## src/hdl/cdc_pkg.sv

```systemverilog
// Package for the calendar date counter: opcodes, controller states,
// command/status structs and the month-length lookup.
// No dependencies.
package cdc_pkg;

    localparam logic OP_ADVANCE = 1'b0;
    localparam logic OP_LOAD    = 1'b1;

    localparam logic [3:0] MONTH_FIRST = 4'd1;
    localparam logic [3:0] MONTH_FEB   = 4'd2;
    localparam logic [3:0] MONTHS      = 4'd12;
    localparam logic [4:0] DAY_FIRST   = 5'd1;
    localparam logic [4:0] LEAP_FEB    = 5'd29;
    localparam logic [4:0] LONG_MONTH  = 5'd31;

    // year mod 100 tracking
    localparam logic [7:0] CENTURY     = 8'd100;
    localparam logic [6:0] CENT_LAST   = 7'd99;

    // year / 100 for any 32-bit year: (year * DIV100_MAGIC) >> DIV100_SHIFT
    localparam logic [31:0] DIV100_MAGIC = 32'h51EB851F;
    localparam int          DIV100_SHIFT = 37;

    // reset date 1/1/2000: 2000 mod 100 = 0, (2000/100) mod 4 = 0
    localparam int         YEAR_RESET  = 2000;
    localparam logic [6:0] MOD_RESET   = 7'd0;
    localparam logic [1:0] CENT_RESET  = 2'd0;

    localparam logic [4:0] MONTH_LEN [13] = '{
        5'd31, 5'd31, 5'd28, 5'd31, 5'd30, 5'd31, 5'd30,
        5'd31, 5'd31, 5'd30, 5'd31, 5'd30, 5'd31
    };

    typedef enum logic [2:0] {
        ST_IDLE,
        ST_DIV,
        ST_CLAMP,
        ST_ADV,
        ST_DONE
    } t_state;

    typedef struct packed {
        logic ld_accept;
        logic adv_accept;
        logic div_step;
        logic clamp;
        logic adv_step;
        logic capture;
    } t_cmd;

    typedef struct packed {
        logic div_last;
        logic cnt_zero;
        logic out_free;
    } t_status;

    function automatic logic [4:0] days_in(input logic [3:0] m, input logic leap);
        logic [4:0] d;
        if (m > MONTHS) begin
            d = LONG_MONTH;
        end else if (m == MONTH_FEB && leap) begin
            d = LEAP_FEB;
        end else begin
            d = MONTH_LEN[m];
        end
        return d;
    endfunction

endpackage

```

## src/hdl/cdc_if.sv

```systemverilog
// Valid/ready channel interfaces for the calendar date counter:
// command words in, date words out. No dependencies.
interface cdc_in_if;
    logic        valid;
    logic        ready;
    logic        opcode;
    logic [7:0]  load_day;
    logic [7:0]  load_month;
    logic [15:0] load_year;
    logic [9:0]  day_count;

    modport source (output valid, opcode, load_day, load_month, load_year, day_count,
                    input ready);
    modport sink   (input valid, opcode, load_day, load_month, load_year, day_count,
                    output ready);
endinterface

interface cdc_out_if;
    logic        valid;
    logic        ready;
    logic [4:0]  cur_day;
    logic [3:0]  cur_month;
    logic [15:0] cur_year;
    logic        is_leap;

    modport source (output valid, cur_day, cur_month, cur_year, is_leap, input ready);
    modport sink   (input valid, cur_day, cur_month, cur_year, is_leap, output ready);
endinterface

```

## src/hdl/cdc_ctrl.sv

```systemverilog
// Controller FSM of the calendar date counter.
// Depends on cdc_pkg (states, command and status structs).
module cdc_ctrl (
    input  logic            i_clk,
    input  logic            i_rst_n,
    input  logic            i_in_valid,
    input  logic            i_opcode,
    output logic            o_in_ready,
    input  cdc_pkg::t_status i_status,
    output cdc_pkg::t_cmd   o_cmd
);

    cdc_pkg::t_state r_state;
    cdc_pkg::t_state n_state;

    always_ff @(posedge i_clk) begin
        if (!i_rst_n) begin
            r_state <= cdc_pkg::ST_IDLE;
        end else begin
            r_state <= n_state;
        end
    end

    always_comb begin
        n_state = r_state;
        unique case (r_state)
            cdc_pkg::ST_IDLE: begin
                if (i_in_valid) begin
                    n_state = (i_opcode == cdc_pkg::OP_LOAD) ? cdc_pkg::ST_DIV
                                                             : cdc_pkg::ST_ADV;
                end
            end
            cdc_pkg::ST_DIV: begin
                if (i_status.div_last) n_state = cdc_pkg::ST_CLAMP;
            end
            cdc_pkg::ST_CLAMP: n_state = cdc_pkg::ST_DONE;
            cdc_pkg::ST_ADV: begin
                if (i_status.cnt_zero) n_state = cdc_pkg::ST_DONE;
            end
            cdc_pkg::ST_DONE: begin
                if (i_status.out_free) n_state = cdc_pkg::ST_IDLE;
            end
            default: n_state = cdc_pkg::ST_IDLE;
        endcase
    end

    always_comb begin
        o_in_ready = 1'b0;
        o_cmd      = '0;
        unique case (r_state)
            cdc_pkg::ST_IDLE: begin
                o_in_ready       = 1'b1;
                o_cmd.ld_accept  = i_in_valid && (i_opcode == cdc_pkg::OP_LOAD);
                o_cmd.adv_accept = i_in_valid && (i_opcode == cdc_pkg::OP_ADVANCE);
            end
            cdc_pkg::ST_DIV:   o_cmd.div_step = 1'b1;
            cdc_pkg::ST_CLAMP: o_cmd.clamp    = 1'b1;
            cdc_pkg::ST_ADV:   o_cmd.adv_step = !i_status.cnt_zero;
            cdc_pkg::ST_DONE:  o_cmd.capture  = i_status.out_free;
            default: ;
        endcase
    end

endmodule

```

## src/hdl/cdc_dpath.sv

```systemverilog
// Datapath of the calendar date counter: date registers, year mod-400
// tracking, reciprocal-multiply mod-100 unit, day stepper and
// output register. Depends on cdc_pkg.
module cdc_dpath #(
    parameter int YEAR_BITS  = 16,
    parameter int COUNT_BITS = 10
) (
    input  logic             i_clk,
    input  logic             i_rst_n,
    input  cdc_pkg::t_cmd    i_cmd,
    output cdc_pkg::t_status o_status,
    input  logic [7:0]       i_load_day,
    input  logic [7:0]       i_load_month,
    input  logic [15:0]      i_load_year,
    input  logic [9:0]       i_day_count,
    input  logic             i_out_ready,
    output logic             o_out_valid,
    output logic [4:0]       o_cur_day,
    output logic [3:0]       o_cur_month,
    output logic [15:0]      o_cur_year,
    output logic             o_is_leap
);

    // date state
    logic [4:0]            r_day;
    logic [3:0]            r_month;
    logic [YEAR_BITS-1:0]  r_year;
    logic [6:0]            r_mod100;   // year mod 100
    logic [1:0]            r_cent;     // (year / 100) mod 4
    // load staging and mod-100 unit
    logic [7:0]            r_ld_day;
    logic [6:0]            r_div_q;    // low bits of year / 100
    logic                  r_div_cnt;  // 1: quotient step pending
    logic [COUNT_BITS-1:0] r_count;
    // output word
    logic                  r_out_valid;
    logic [4:0]            r_o_day;
    logic [3:0]            r_o_month;
    logic [15:0]           r_o_year;
    logic                  r_o_leap;

    logic [YEAR_BITS+15:0]  w_year_in;
    logic [YEAR_BITS+15:0]  w_year_out;
    logic [YEAR_BITS+31:0]  w_year_ext;
    logic [COUNT_BITS+9:0]  w_count_in;
    logic [3:0]             w_month_clamp;
    logic                   w_leap;
    logic [4:0]             w_dim;
    logic [31:0]            w_div_y;
    logic [63:0]            w_div_prod;
    logic [6:0]             w_div_q;
    logic [13:0]            w_q_x100;
    logic [6:0]             w_mod_calc;
    logic [4:0]             w_day_clamp;

    assign w_year_in  = {{16{1'b0}}, i_load_year};
    assign w_year_out = {{16{1'b0}}, r_year};
    assign w_year_ext = {32'd0, r_year};
    assign w_count_in = {{COUNT_BITS{1'b0}}, i_day_count};

    always_comb begin
        if (i_load_month == 8'd0) begin
            w_month_clamp = cdc_pkg::MONTH_FIRST;
        end else if (i_load_month > {4'd0, cdc_pkg::MONTHS}) begin
            w_month_clamp = cdc_pkg::MONTHS;
        end else begin
            w_month_clamp = i_load_month[3:0];
        end
    end

    // leap: div by 4 and not by 100, or div by 400
    assign w_leap = ((r_year[1:0] == 2'd0) && (r_mod100 != 7'd0))
                 || ((r_mod100 == 7'd0) && (r_cent == 2'd0));
    assign w_dim  = cdc_pkg::days_in(r_month, w_leap);

    // step 1: quotient by reciprocal multiply; step 2: remainder from its low bits
    assign w_div_y    = w_year_ext[31:0];
    assign w_div_prod = {32'd0, w_div_y} * {32'd0, cdc_pkg::DIV100_MAGIC};
    assign w_div_q    = w_div_prod[cdc_pkg::DIV100_SHIFT +: 7];
    assign w_q_x100   = {7'd0, r_div_q} * {6'd0, cdc_pkg::CENTURY};
    assign w_mod_calc = w_div_y[6:0] - w_q_x100[6:0];

    always_comb begin
        if ({3'd0, w_dim} < r_ld_day) begin
            w_day_clamp = w_dim;
        end else if (r_ld_day == 8'd0) begin
            w_day_clamp = cdc_pkg::DAY_FIRST;
        end else begin
            w_day_clamp = r_ld_day[4:0];
        end
    end

    always_ff @(posedge i_clk) begin
        if (!i_rst_n) begin
            r_day    <= cdc_pkg::DAY_FIRST;
            r_month  <= cdc_pkg::MONTH_FIRST;
            r_year   <= YEAR_BITS'(cdc_pkg::YEAR_RESET);
            r_mod100 <= cdc_pkg::MOD_RESET;
            r_cent   <= cdc_pkg::CENT_RESET;
        end else begin
            if (i_cmd.ld_accept) begin
                r_year  <= w_year_in[YEAR_BITS-1:0];
                r_month <= w_month_clamp;
            end
            if (i_cmd.div_step && (r_div_cnt == 1'b0)) begin
                r_mod100 <= w_mod_calc;
                r_cent   <= r_div_q[1:0];
            end
            if (i_cmd.clamp) begin
                r_day <= w_day_clamp;
            end
            if (i_cmd.adv_step) begin
                if (r_day >= w_dim) begin
                    r_day <= cdc_pkg::DAY_FIRST;
                    if (r_month >= cdc_pkg::MONTHS) begin
                        r_month <= cdc_pkg::MONTH_FIRST;
                        if (r_year == '1) begin
                            r_year   <= '0;
                            r_mod100 <= '0;
                            r_cent   <= '0;
                        end else begin
                            r_year <= r_year + 1'b1;
                            if (r_mod100 == cdc_pkg::CENT_LAST) begin
                                r_mod100 <= '0;
                                r_cent   <= r_cent + 1'b1;
                            end else begin
                                r_mod100 <= r_mod100 + 1'b1;
                            end
                        end
                    end else begin
                        r_month <= r_month + 1'b1;
                    end
                end else begin
                    r_day <= r_day + 1'b1;
                end
            end
        end
    end

    // staging registers, no reset needed
    always_ff @(posedge i_clk) begin
        if (i_cmd.ld_accept) begin
            r_ld_day  <= i_load_day;
            r_div_cnt <= 1'b1;
        end else if (i_cmd.div_step) begin
            r_div_q   <= w_div_q;
            r_div_cnt <= r_div_cnt - 1'b1;
        end
        if (i_cmd.adv_accept) begin
            r_count <= w_count_in[COUNT_BITS-1:0];
        end else if (i_cmd.adv_step) begin
            r_count <= r_count - 1'b1;
        end
    end

    always_ff @(posedge i_clk) begin
        if (!i_rst_n) begin
            r_out_valid <= 1'b0;
        end else if (i_cmd.capture) begin
            r_out_valid <= 1'b1;
        end else if (i_out_ready) begin
            r_out_valid <= 1'b0;
        end
    end

    always_ff @(posedge i_clk) begin
        if (i_cmd.capture) begin
            r_o_day   <= r_day;
            r_o_month <= r_month;
            r_o_year  <= w_year_out[15:0];
            r_o_leap  <= w_leap;
        end
    end

    assign o_status.div_last = (r_div_cnt == 1'b0);
    assign o_status.cnt_zero = (r_count == '0);
    assign o_status.out_free = !r_out_valid || i_out_ready;

    assign o_out_valid = r_out_valid;
    assign o_cur_day   = r_o_day;
    assign o_cur_month = r_o_month;
    assign o_cur_year  = r_o_year;
    assign o_is_leap   = r_o_leap;

endmodule

```

## src/hdl/calendar_date_counter_top.sv

```systemverilog
// Top level of the calendar date counter: FSM controller plus datapath.
// Depends on cdc_pkg, cdc_if (cdc_in_if, cdc_out_if), cdc_ctrl, cdc_dpath.
//
//  channel | dir | modport | payload
//  --------+-----+---------+-----------------------------------------------
//  i_in    | in  | sink    | opcode, load_day, load_month, load_year, day_count
//  o_out   | out | source  | cur_day, cur_month, cur_year, is_leap
//
// One command word at a time. An advance steps the date day_count times from
// accept to result: the day stepper moves one day per cycle.
// A load runs in steps: a reciprocal multiply gives year / 100, the next
// cycle forms year mod 100 for leap-year tracking, then the day is clamped.
// Reset (synchronous, active low) sets 1/1/2000 and empties the output word.
// A stalled output word holds; the next command is taken while it waits, and
// the controller holds in its final state until the output slot frees.
module calendar_date_counter_top #(
    parameter int YEAR_BITS  = 16,
    parameter int COUNT_BITS = 10
) (
    input  logic      i_clk,
    input  logic      i_rst_n,
    cdc_in_if.sink    i_in,
    cdc_out_if.source o_out
);

    cdc_pkg::t_cmd    w_cmd;
    cdc_pkg::t_status w_status;

    cdc_ctrl u_ctrl (
        .i_clk      (i_clk),
        .i_rst_n    (i_rst_n),
        .i_in_valid (i_in.valid),
        .i_opcode   (i_in.opcode),
        .o_in_ready (i_in.ready),
        .i_status   (w_status),
        .o_cmd      (w_cmd)
    );

    cdc_dpath #(
        .YEAR_BITS  (YEAR_BITS),
        .COUNT_BITS (COUNT_BITS)
    ) u_dpath (
        .i_clk        (i_clk),
        .i_rst_n      (i_rst_n),
        .i_cmd        (w_cmd),
        .o_status     (w_status),
        .i_load_day   (i_in.load_day),
        .i_load_month (i_in.load_month),
        .i_load_year  (i_in.load_year),
        .i_day_count  (i_in.day_count),
        .i_out_ready  (o_out.ready),
        .o_out_valid  (o_out.valid),
        .o_cur_day    (o_out.cur_day),
        .o_cur_month  (o_out.cur_month),
        .o_cur_year   (o_out.cur_year),
        .o_is_leap    (o_out.is_leap)
    );

endmodule

```

## src/flat_wrapper.sv

```systemverilog
// flat-port wrapper written by rule: the top's interface ports become plain ports
module calendar_date_counter_top_flat 
#(
    parameter int YEAR_BITS  = 16,
    parameter int COUNT_BITS = 10
)
  (i_clk, i_rst_n, i_in_valid, i_in_opcode, i_in_load_day, i_in_load_month, i_in_load_year, i_in_day_count, i_in_ready, o_out_valid, o_out_cur_day, o_out_cur_month, o_out_cur_year, o_out_is_leap, o_out_ready);
  cdc_in_if i_in_i ();
  cdc_out_if o_out_i ();
  input  logic i_clk;
  input  logic i_rst_n;
  input wire logic [$bits(i_in_i.valid)-1:0] i_in_valid;
  input wire logic [$bits(i_in_i.opcode)-1:0] i_in_opcode;
  input wire logic [$bits(i_in_i.load_day)-1:0] i_in_load_day;
  input wire logic [$bits(i_in_i.load_month)-1:0] i_in_load_month;
  input wire logic [$bits(i_in_i.load_year)-1:0] i_in_load_year;
  input wire logic [$bits(i_in_i.day_count)-1:0] i_in_day_count;
  output wire logic [$bits(i_in_i.ready)-1:0] i_in_ready;
  output wire logic [$bits(o_out_i.valid)-1:0] o_out_valid;
  output wire logic [$bits(o_out_i.cur_day)-1:0] o_out_cur_day;
  output wire logic [$bits(o_out_i.cur_month)-1:0] o_out_cur_month;
  output wire logic [$bits(o_out_i.cur_year)-1:0] o_out_cur_year;
  output wire logic [$bits(o_out_i.is_leap)-1:0] o_out_is_leap;
  input wire logic [$bits(o_out_i.ready)-1:0] o_out_ready;
  assign i_in_i.valid = i_in_valid;
  assign i_in_i.opcode = i_in_opcode;
  assign i_in_i.load_day = i_in_load_day;
  assign i_in_i.load_month = i_in_load_month;
  assign i_in_i.load_year = i_in_load_year;
  assign i_in_i.day_count = i_in_day_count;
  assign i_in_ready = i_in_i.ready;
  assign o_out_valid = o_out_i.valid;
  assign o_out_cur_day = o_out_i.cur_day;
  assign o_out_cur_month = o_out_i.cur_month;
  assign o_out_cur_year = o_out_i.cur_year;
  assign o_out_is_leap = o_out_i.is_leap;
  assign o_out_i.ready = o_out_ready;
  calendar_date_counter_top #(.YEAR_BITS(YEAR_BITS), .COUNT_BITS(COUNT_BITS)) u_core (.i_clk(i_clk), .i_rst_n(i_rst_n), .i_in(i_in_i), .o_out(o_out_i));
endmodule
```

## config.mk

```make
export PLATFORM = sky130hd
export DESIGN_NAME = calendar_date_counter_top_flat
export DESIGN_NICKNAME = d
export VERILOG_FILES = /design/src/hdl/cdc_pkg.sv /design/src/hdl/cdc_if.sv /design/src/hdl/cdc_ctrl.sv /design/src/hdl/cdc_dpath.sv /design/src/hdl/calendar_date_counter_top.sv /design/src/flat_wrapper.sv
export SDC_FILE = /design/constraint.sdc
export NUM_CORES = 1
export LEC_CHECK = 0
export BUFFER_PORTS_ARGS = -buffer_cell sky130_fd_sc_hd__clkbuf_2
export CAP_MARGIN = 10
export CORE_MARGIN = 2
export CORE_UTILIZATION = 50
export DETAILED_ROUTE_END_ITERATION = 10
export PLACE_DENSITY = 0.83
export SETUP_SLACK_MARGIN = 0.02
export SLEW_MARGIN = 0
export SYNTH_ARGS = -nofsm -noshare
export SYNTH_HDL_FRONTEND = slang
export SYNTH_SLANG_ARGS = --single-unit
```

## constraint.sdc

```tcl
create_clock -name i_clk -period 4.9 [get_ports i_clk]
set_input_delay 0.49 -clock i_clk [delete_from_list [all_inputs] [get_ports i_clk]]
set_output_delay 0.49 -clock i_clk [all_outputs]
set_load 0.005 [all_outputs]
```

**Word-level counts from Yosys, hierarchy flattened**

Memories as Yosys holds them, arrays and structs flattened.
Index checks and enable logic that the tools add are counted.

- Bits in registers: 90
- Memory bits (read-only): 80
- Input port bits: 47
- Output and inout bits: 28
- Logic and storage cells: 118
- Memories: 1

- Add/sub/neg operators: 8
- Multipliers: 2
- $lt $le $gt $ge: 6
- Eq/ne operators: 11
- Mux-type cells: 48
- Bitwise operators: 4
- Reductions and logical operators: 23

Memory list:

| memory | words | width | rd ports | clocked after Yosys merged registers in | wr ports | RTL line | RTL |
|---|---|---|---|---|---|---|---|
| (name not given) | 16 | 5 | 1 | 0 | 0 | cdc_pkg.sv:64 | `d = MONTH_LEN[m];` |

Operator list:

| cell | number |
|---|---|
| 16-bit two-way mux | 5 |
| 5-bit two-way mux | 9 |
| 16-bit by 31-bit multiplier with 44-bit output, second input constant | 1 |
| 7-bit two-way mux | 6 |
| 4-bit two-way mux | 6 |
| 10-bit two-way mux | 2 |
| 16-bit by 1-bit adder with 16-bit output, second input constant | 1 |
| 16-bit == test, second input constant | 1 |
| 8-bit logical NOT | 2 |
| 2-bit two-way mux | 8 |
| 3-bit case mux with 5 select lines | 1 |
| 3-bit two-way mux | 4 |
| 10-bit logical NOT | 1 |
| 10-bit by 1-bit subtractor with 10-bit output, second input constant | 1 |
| 8-bit by 4-bit greater-than comparator with 1-bit output, second input constant | 1 |
| 5-bit by 8-bit less-than comparator with 1-bit output | 1 |
| 2-bit inequality test, second input constant | 4 |
| 7-bit by 1-bit adder with 7-bit output, second input constant | 1 |
| 7-bit == test, second input constant | 1 |
| 7-bit logical NOT | 1 |
| 7-bit by 5-bit multiplier with 5-bit output, second input constant | 1 |
| 1-bit two-way mux | 7 |
| 7-bit nonzero test | 1 |
| 7-bit subtractor | 1 |
| other kinds (22) | 35 |

**Logic depth before layout (Yosys ltp)**

- Word-level depth: 10
- Depth in mapped cells: 20

**Modules after synthesis**

From an unflattened synthesis, not the netlist that was laid out.

- Cells, all modules: 1,056
- Area total of the unflattened synthesis: 10,855.4 µm²

Modules (own cells, without submodules):

| module | instances | cells an instance | area an instance (µm²) | sequential area each (µm²) |
|---|---|---|---|---|
| cdc_dpath | 1 | 1,026 | 10,591.4 | 2,192.1 |
| cdc_ctrl | 1 | 30 | 264.0 | 60.1 |

**Least setup slack after synthesis**

OpenSTA, ideal clock, no wires.

- Kind: register to register
- From: register u_core.u_dpath.r_year[4]
- To: register u_core.u_dpath.r_div_q[4] (data pin)
- Library setup time: 0.260 ns
- Arrival time: 5.166 ns
- Data required time: 4.640 ns
- Setup slack: -0.526 ns
- Cell stages (with the launch flop): 19
- Period minus slack after synthesis: 5.426 ns
- Path through: dfxtp_1 fa_1 inv_1 fa_1 inv_1 fa_1 inv_1 fa_1 inv_1 fa_1 fa_1 ha_1 a21oi_1 o21ai_0 o211ai_1 a21oi_1 a311oi_1 o221ai_1 xnor2_1

- Longest elaborated chain between the ends: 1

Ends and longest elaborated chain:

| element | RTL line | RTL |
|---|---|---|
| start: declaration | cdc_dpath.sv:27 | `logic [YEAR_BITS-1:0] r_year;` |
| start signal: assignment | cdc_dpath.sv:97 | `r_year <= YEAR_BITS'(cdc_pkg::YEAR_RESET);` |
| start signal: assignment | cdc_dpath.sv:102 | `r_year <= w_year_in[YEAR_BITS-1:0];` |
| start signal: assignment | cdc_dpath.sv:122 | `r_year <= r_year + 1'b1;` |
| 16-bit by 31-bit multiplier with 44-bit output | cdc_dpath.sv:78 | `assign w_div_prod = {32'd0, w_div_y} * {32'd0, cdc_pkg::DIV100_MAGIC};` |
| named net u_core.u_dpath.w_div_prod[41] | cdc_dpath.sv:50 | `logic [63:0] w_div_prod;` |
| end signal: assignment | cdc_dpath.sv:146 | `r_div_q <= w_div_q;` |
| end: declaration | cdc_dpath.sv:32 | `logic [6:0] r_div_q;` |

The timed path passes the listed nets, and every way through them passes these cells.
A chain may end at the register's enable or synchronous reset.

**Worst setup path after layout**

- From: register u_core.u_dpath.r_year[6]
- To: register u_core.u_dpath.r_div_q[2] (data pin)

The elaborated chain is that of the path after synthesis.

==> results.json <==
{
  "dr.pass1.iters": 5,
  "synth-edff-count": 49,
  "clkTransAtPathRegs_ns": 0.07,
  "dp.final_hpwl_mm": 27.49,
  "async_flop_share": 0,
  "clk-insertion-delay-late_ns": 0.35,
  "fp.dieW_um": 152.8,
  "violations": "setup timing",
  "utilization": 0.6259,
  "cts_htree_levels": 3,
  "route.met2.wl_mm": 15.83,
  "crit_arrival_ns": 5.43,
  "fin_ws_ns": -0.4342,
  "synth.net_count": 1494,
  "period_needed_ns": 5.334,
  "grt_pass1_vias": 9900,
  "pin_count": 75,
  "dr_wl_met3_mm": 2.353,
  "gr-total-overflow": 0,
  "maxSlewViolCount": 0,
  "worstSetupPathType": "flop to flop",
  "required_ns": 5.00,
  "via_per_inst": 5.632,
  "clockBufferDepth": 2,
  "tightest_slew_ns": 0.8293,
  "portBuffers": 74,
  "nNetsFinal": 1711,
  "core_sq_um": 21760,
  "drtIter0Drc": 797,
  "dp_slack_ns": -0.6509,
  "hold_path_class": "input port to flop",
  "numClockSinks": 88,
  "ctsHoldBuffers": 0,
  "wl_per_cell_um": 20.24,
  "synthCells": 1122,
  "grt_max_degree": 27,
  "max_slew_margin": 0.4465,
  "gp_congestion": 0.9750,
  "cts_tree": "built",
  "ys_types": 68,
  "placedCellCount": 1602,
  "drt-met1-wl_mm": 13.29,
  "postRouteAntennaNets": 0,
  "status": "finished with violations",
  "syn2layout_area_growth_pct": 23.00,
  "vias": 9147,
  "synth-main-ff-cell": "edfxtp_1",
  "drive_gt1_frac": 0.2641,
  "startpoint_type": "flop",
  "remaining_drc_errors": 0,
  "track_usage": 0.2861,
  "rsz0062_at_grt": "true",
  "std_cell_rows": 54,
  "final-hold-violation-count": 0,
  "routed_wl_mm": 32.87,
  "ys_ff_latch": 88,
  "cp_max_fo": 6,
  "fp.dieH_um": 152.8,
  "finalSetupViolations": 5,
  "start_util": 0.5089,
  "cts-root-buf": "clkbuf_16",
  "syn_area_sq_um": 11070,
  "drv_cap": 0,
  "grt_pass1_wl_mm": 52.16,
  "die-area_sq_um": 23350,
  "antenna_found_initial": 0,
  "min_period_over_period": 1.089,
  "finalNonFillerCells": 1624,
  "routed.top_layer": "met4",
  "syn_area_per_cell_sq_um": 9.868,
  "antennaDiodeCount": 0,
  "synth_seq_area_share": 0.2034,
  "ys_warn_count": 0,
  "clock.fmax_mhz": 187.5,
  "cp-end-kind": "flop",
  "cts_buffers": 9,
  "skew_ns": 0.007342
}
## state kept, by name, summed over array words and instances, names as in the netlist, 5 cells and up
register / cells
u_core.u_dpath.o_cur_year: 16
u_core.u_dpath.r_year: 16
u_core.u_dpath.r_count: 10
u_core.u_dpath.r_ld_day: 8
u_core.u_dpath.r_mod100: 7
u_core.u_dpath.o_cur_day: 5
u_core.u_dpath.r_day: 5
u_core.u_dpath.r_div_q: 5
## placed cells by master (no fill, tap or decap), types with 4 or more instances in the layout
cell type  instances
nand3_1           27
nand2b_1           7
dfxtp_1           24
nor3_1             9
inv_1            234
fa_1             135
or3_1              4
o21ai_2            4
fa_2              15
o221ai_1           4
edfxtp_1          49
dfxtp_2            9
nor2_1            70
and3_1             5
ha_4              15
dfxtp_4            6
nor4_1             4
inv_2             12
ha_1             159
nor2b_1            4
mux2i_1            5
clkbuf_2          74
nand2_1           51
buf_4            147
a21oi_2           14
o21ai_1            5
a21o_1             7
clkbuf_16          9
xnor2_1           23
o21ai_0           34
a31oi_1            6
o211ai_1           7
a21oi_1           51
xor2_1             5
nand4_1           13
## synth_stat cells (3+ instances only)
master,n,share of area
inv_1,247,0.084
ha_1,175,0.20
fa_1,150,0.27
nor2_1,74,0.025
a21oi_1,68,0.031
nand2_1,52,0.018
edfxtp_1,49,0.13
o21ai_0,41,0.019
dfxtp_1,39,0.071
nand3_1,29,0.013
xnor2_1,23,0.018
nand4_1,13,0.0073
nor3_1,12,0.0054
clkbuf_1,9,0.0031
a21o_1,7,0.0047
nand2b_1,7,0.0040
o211ai_1,7,0.0047
a31oi_1,6,0.0034
and3_1,6,0.0034
a211oi_1,5,0.0034
a311oi_1,5,0.0040
buf_2,5,0.0023
mux2i_1,5,0.0045
xor2_1,5,0.0040
nor2b_1,4,0.0023
nor4_1,4,0.0023
o221ai_1,4,0.0032
or3_1,4,0.0023
a221oi_2,3,0.0041
nand3b_1,3,0.0020
nand4b_1,3,0.0024
nor3b_1,3,0.0020
o21ai_2,3,0.0024
o22ai_1,3,0.0017
o311ai_0,3,0.0024
o31ai_1,3,0.0020
or2_2,3,0.0017
## cell type report
class	instances	area [sq um]
clock buffer	9	225.2
clock inverter	7	68.82
sequential	88	2286
multi-input combinational	770	8258
timing repair buffer	223	1500
fill	1646	8138
tap	280	350.3
inverter	247	929.6
## layer usage
metal | up-vias | GRT usage
li1 | 4175 | -
met5 | - | 0
met3 | 104 | 0.05745
met4 | 0 | 0.1036
met2 | 418 | 0.4845
met1 | 4450 | 0.3653
## per-stage QoR
stage               setup TNS [ns]  hold WS (ns)  cell area [sq um]
global route                -2.521        0.3045              13620
finish                      -1.819        0.3166              13620
floorplan                  -0.1339        0.4455              11220
CTS                         -2.087        0.3086              13270
detailed placement          -2.701        0.4760              12930
global placement            -2.230        0.4707              12930
## critical path, stage by stage, from the launching register on
cell and delay (ns):
dfxtp_2 0.39, fa_2 0.58, inv_4 0.06, fa_1 0.47, inv_1 0.05, fa_1 0.50, inv_2 0.04, fa_1 0.51
inv_2 0.05, fa_2 0.53, fa_1 0.47, ha_4 0.20, a21oi_4 0.19, o21ai_4 0.11, nor3b_2 0.22, nand4b_1 0.19
a21oi_2 0.28, o31ai_2 0.10, xor2_1 0.15
## timing repair
| item | 4_1_cts | 5_1_grt |
|---|---|---|
| setup endpoints to repair | 5 | 5 |
| pin swaps | 15 | 40 |
| setup buffers | 1 | 5 |
| gates resized for setup | 13 | 62 |
## path summary, 6_finish.rpt
check	from	end	slack, ns	cells past startpoint
setup / recovery	u_core.u_dpath.r_year[6]$_SDFF_PN1_	u_core.u_dpath.r_div_q[2]$_DFFE_PP_	-0.43	18
setup reg to reg	u_core.u_dpath.r_year[6]$_SDFF_PN1_	u_core.u_dpath.r_div_q[2]$_DFFE_PP_	-0.43	18
hold reg to reg	u_core.u_dpath.r_day[0]$_SDFFE_PN1P_	u_core.u_dpath.o_cur_day[0]$_DFFE_PP_	0.50	0
hold / removal	i_in_load_day[5]	u_core.u_dpath.r_ld_day[5]$_DFFE_PP_	0.32	1
## logic make-up (layout without fill, tap and decap cells)
| group | count (synthesis) | after routing | share of synthesized area |
|---|---|---|---|
| AOI/OAI and AO/OA | 184 | 184 | 0.1077 |
| xor gates and xnor gates | 28 | 28 | 0.02215 |
| adders and majority gates | 325 | 325 | 0.4690 |
| buffers and inverters | 264 | 486 | 0.09176 |
| DFF | 88 | 88 | 0.2034 |
| muxes | 6 | 6 | 0.005537 |
| and+or+nand+nor | 227 | 227 | 0.1005 |
Power is left out: the tool's default activity adds up to more than one toggle a clock period on the data nets, which glitch-free logic cannot reach.
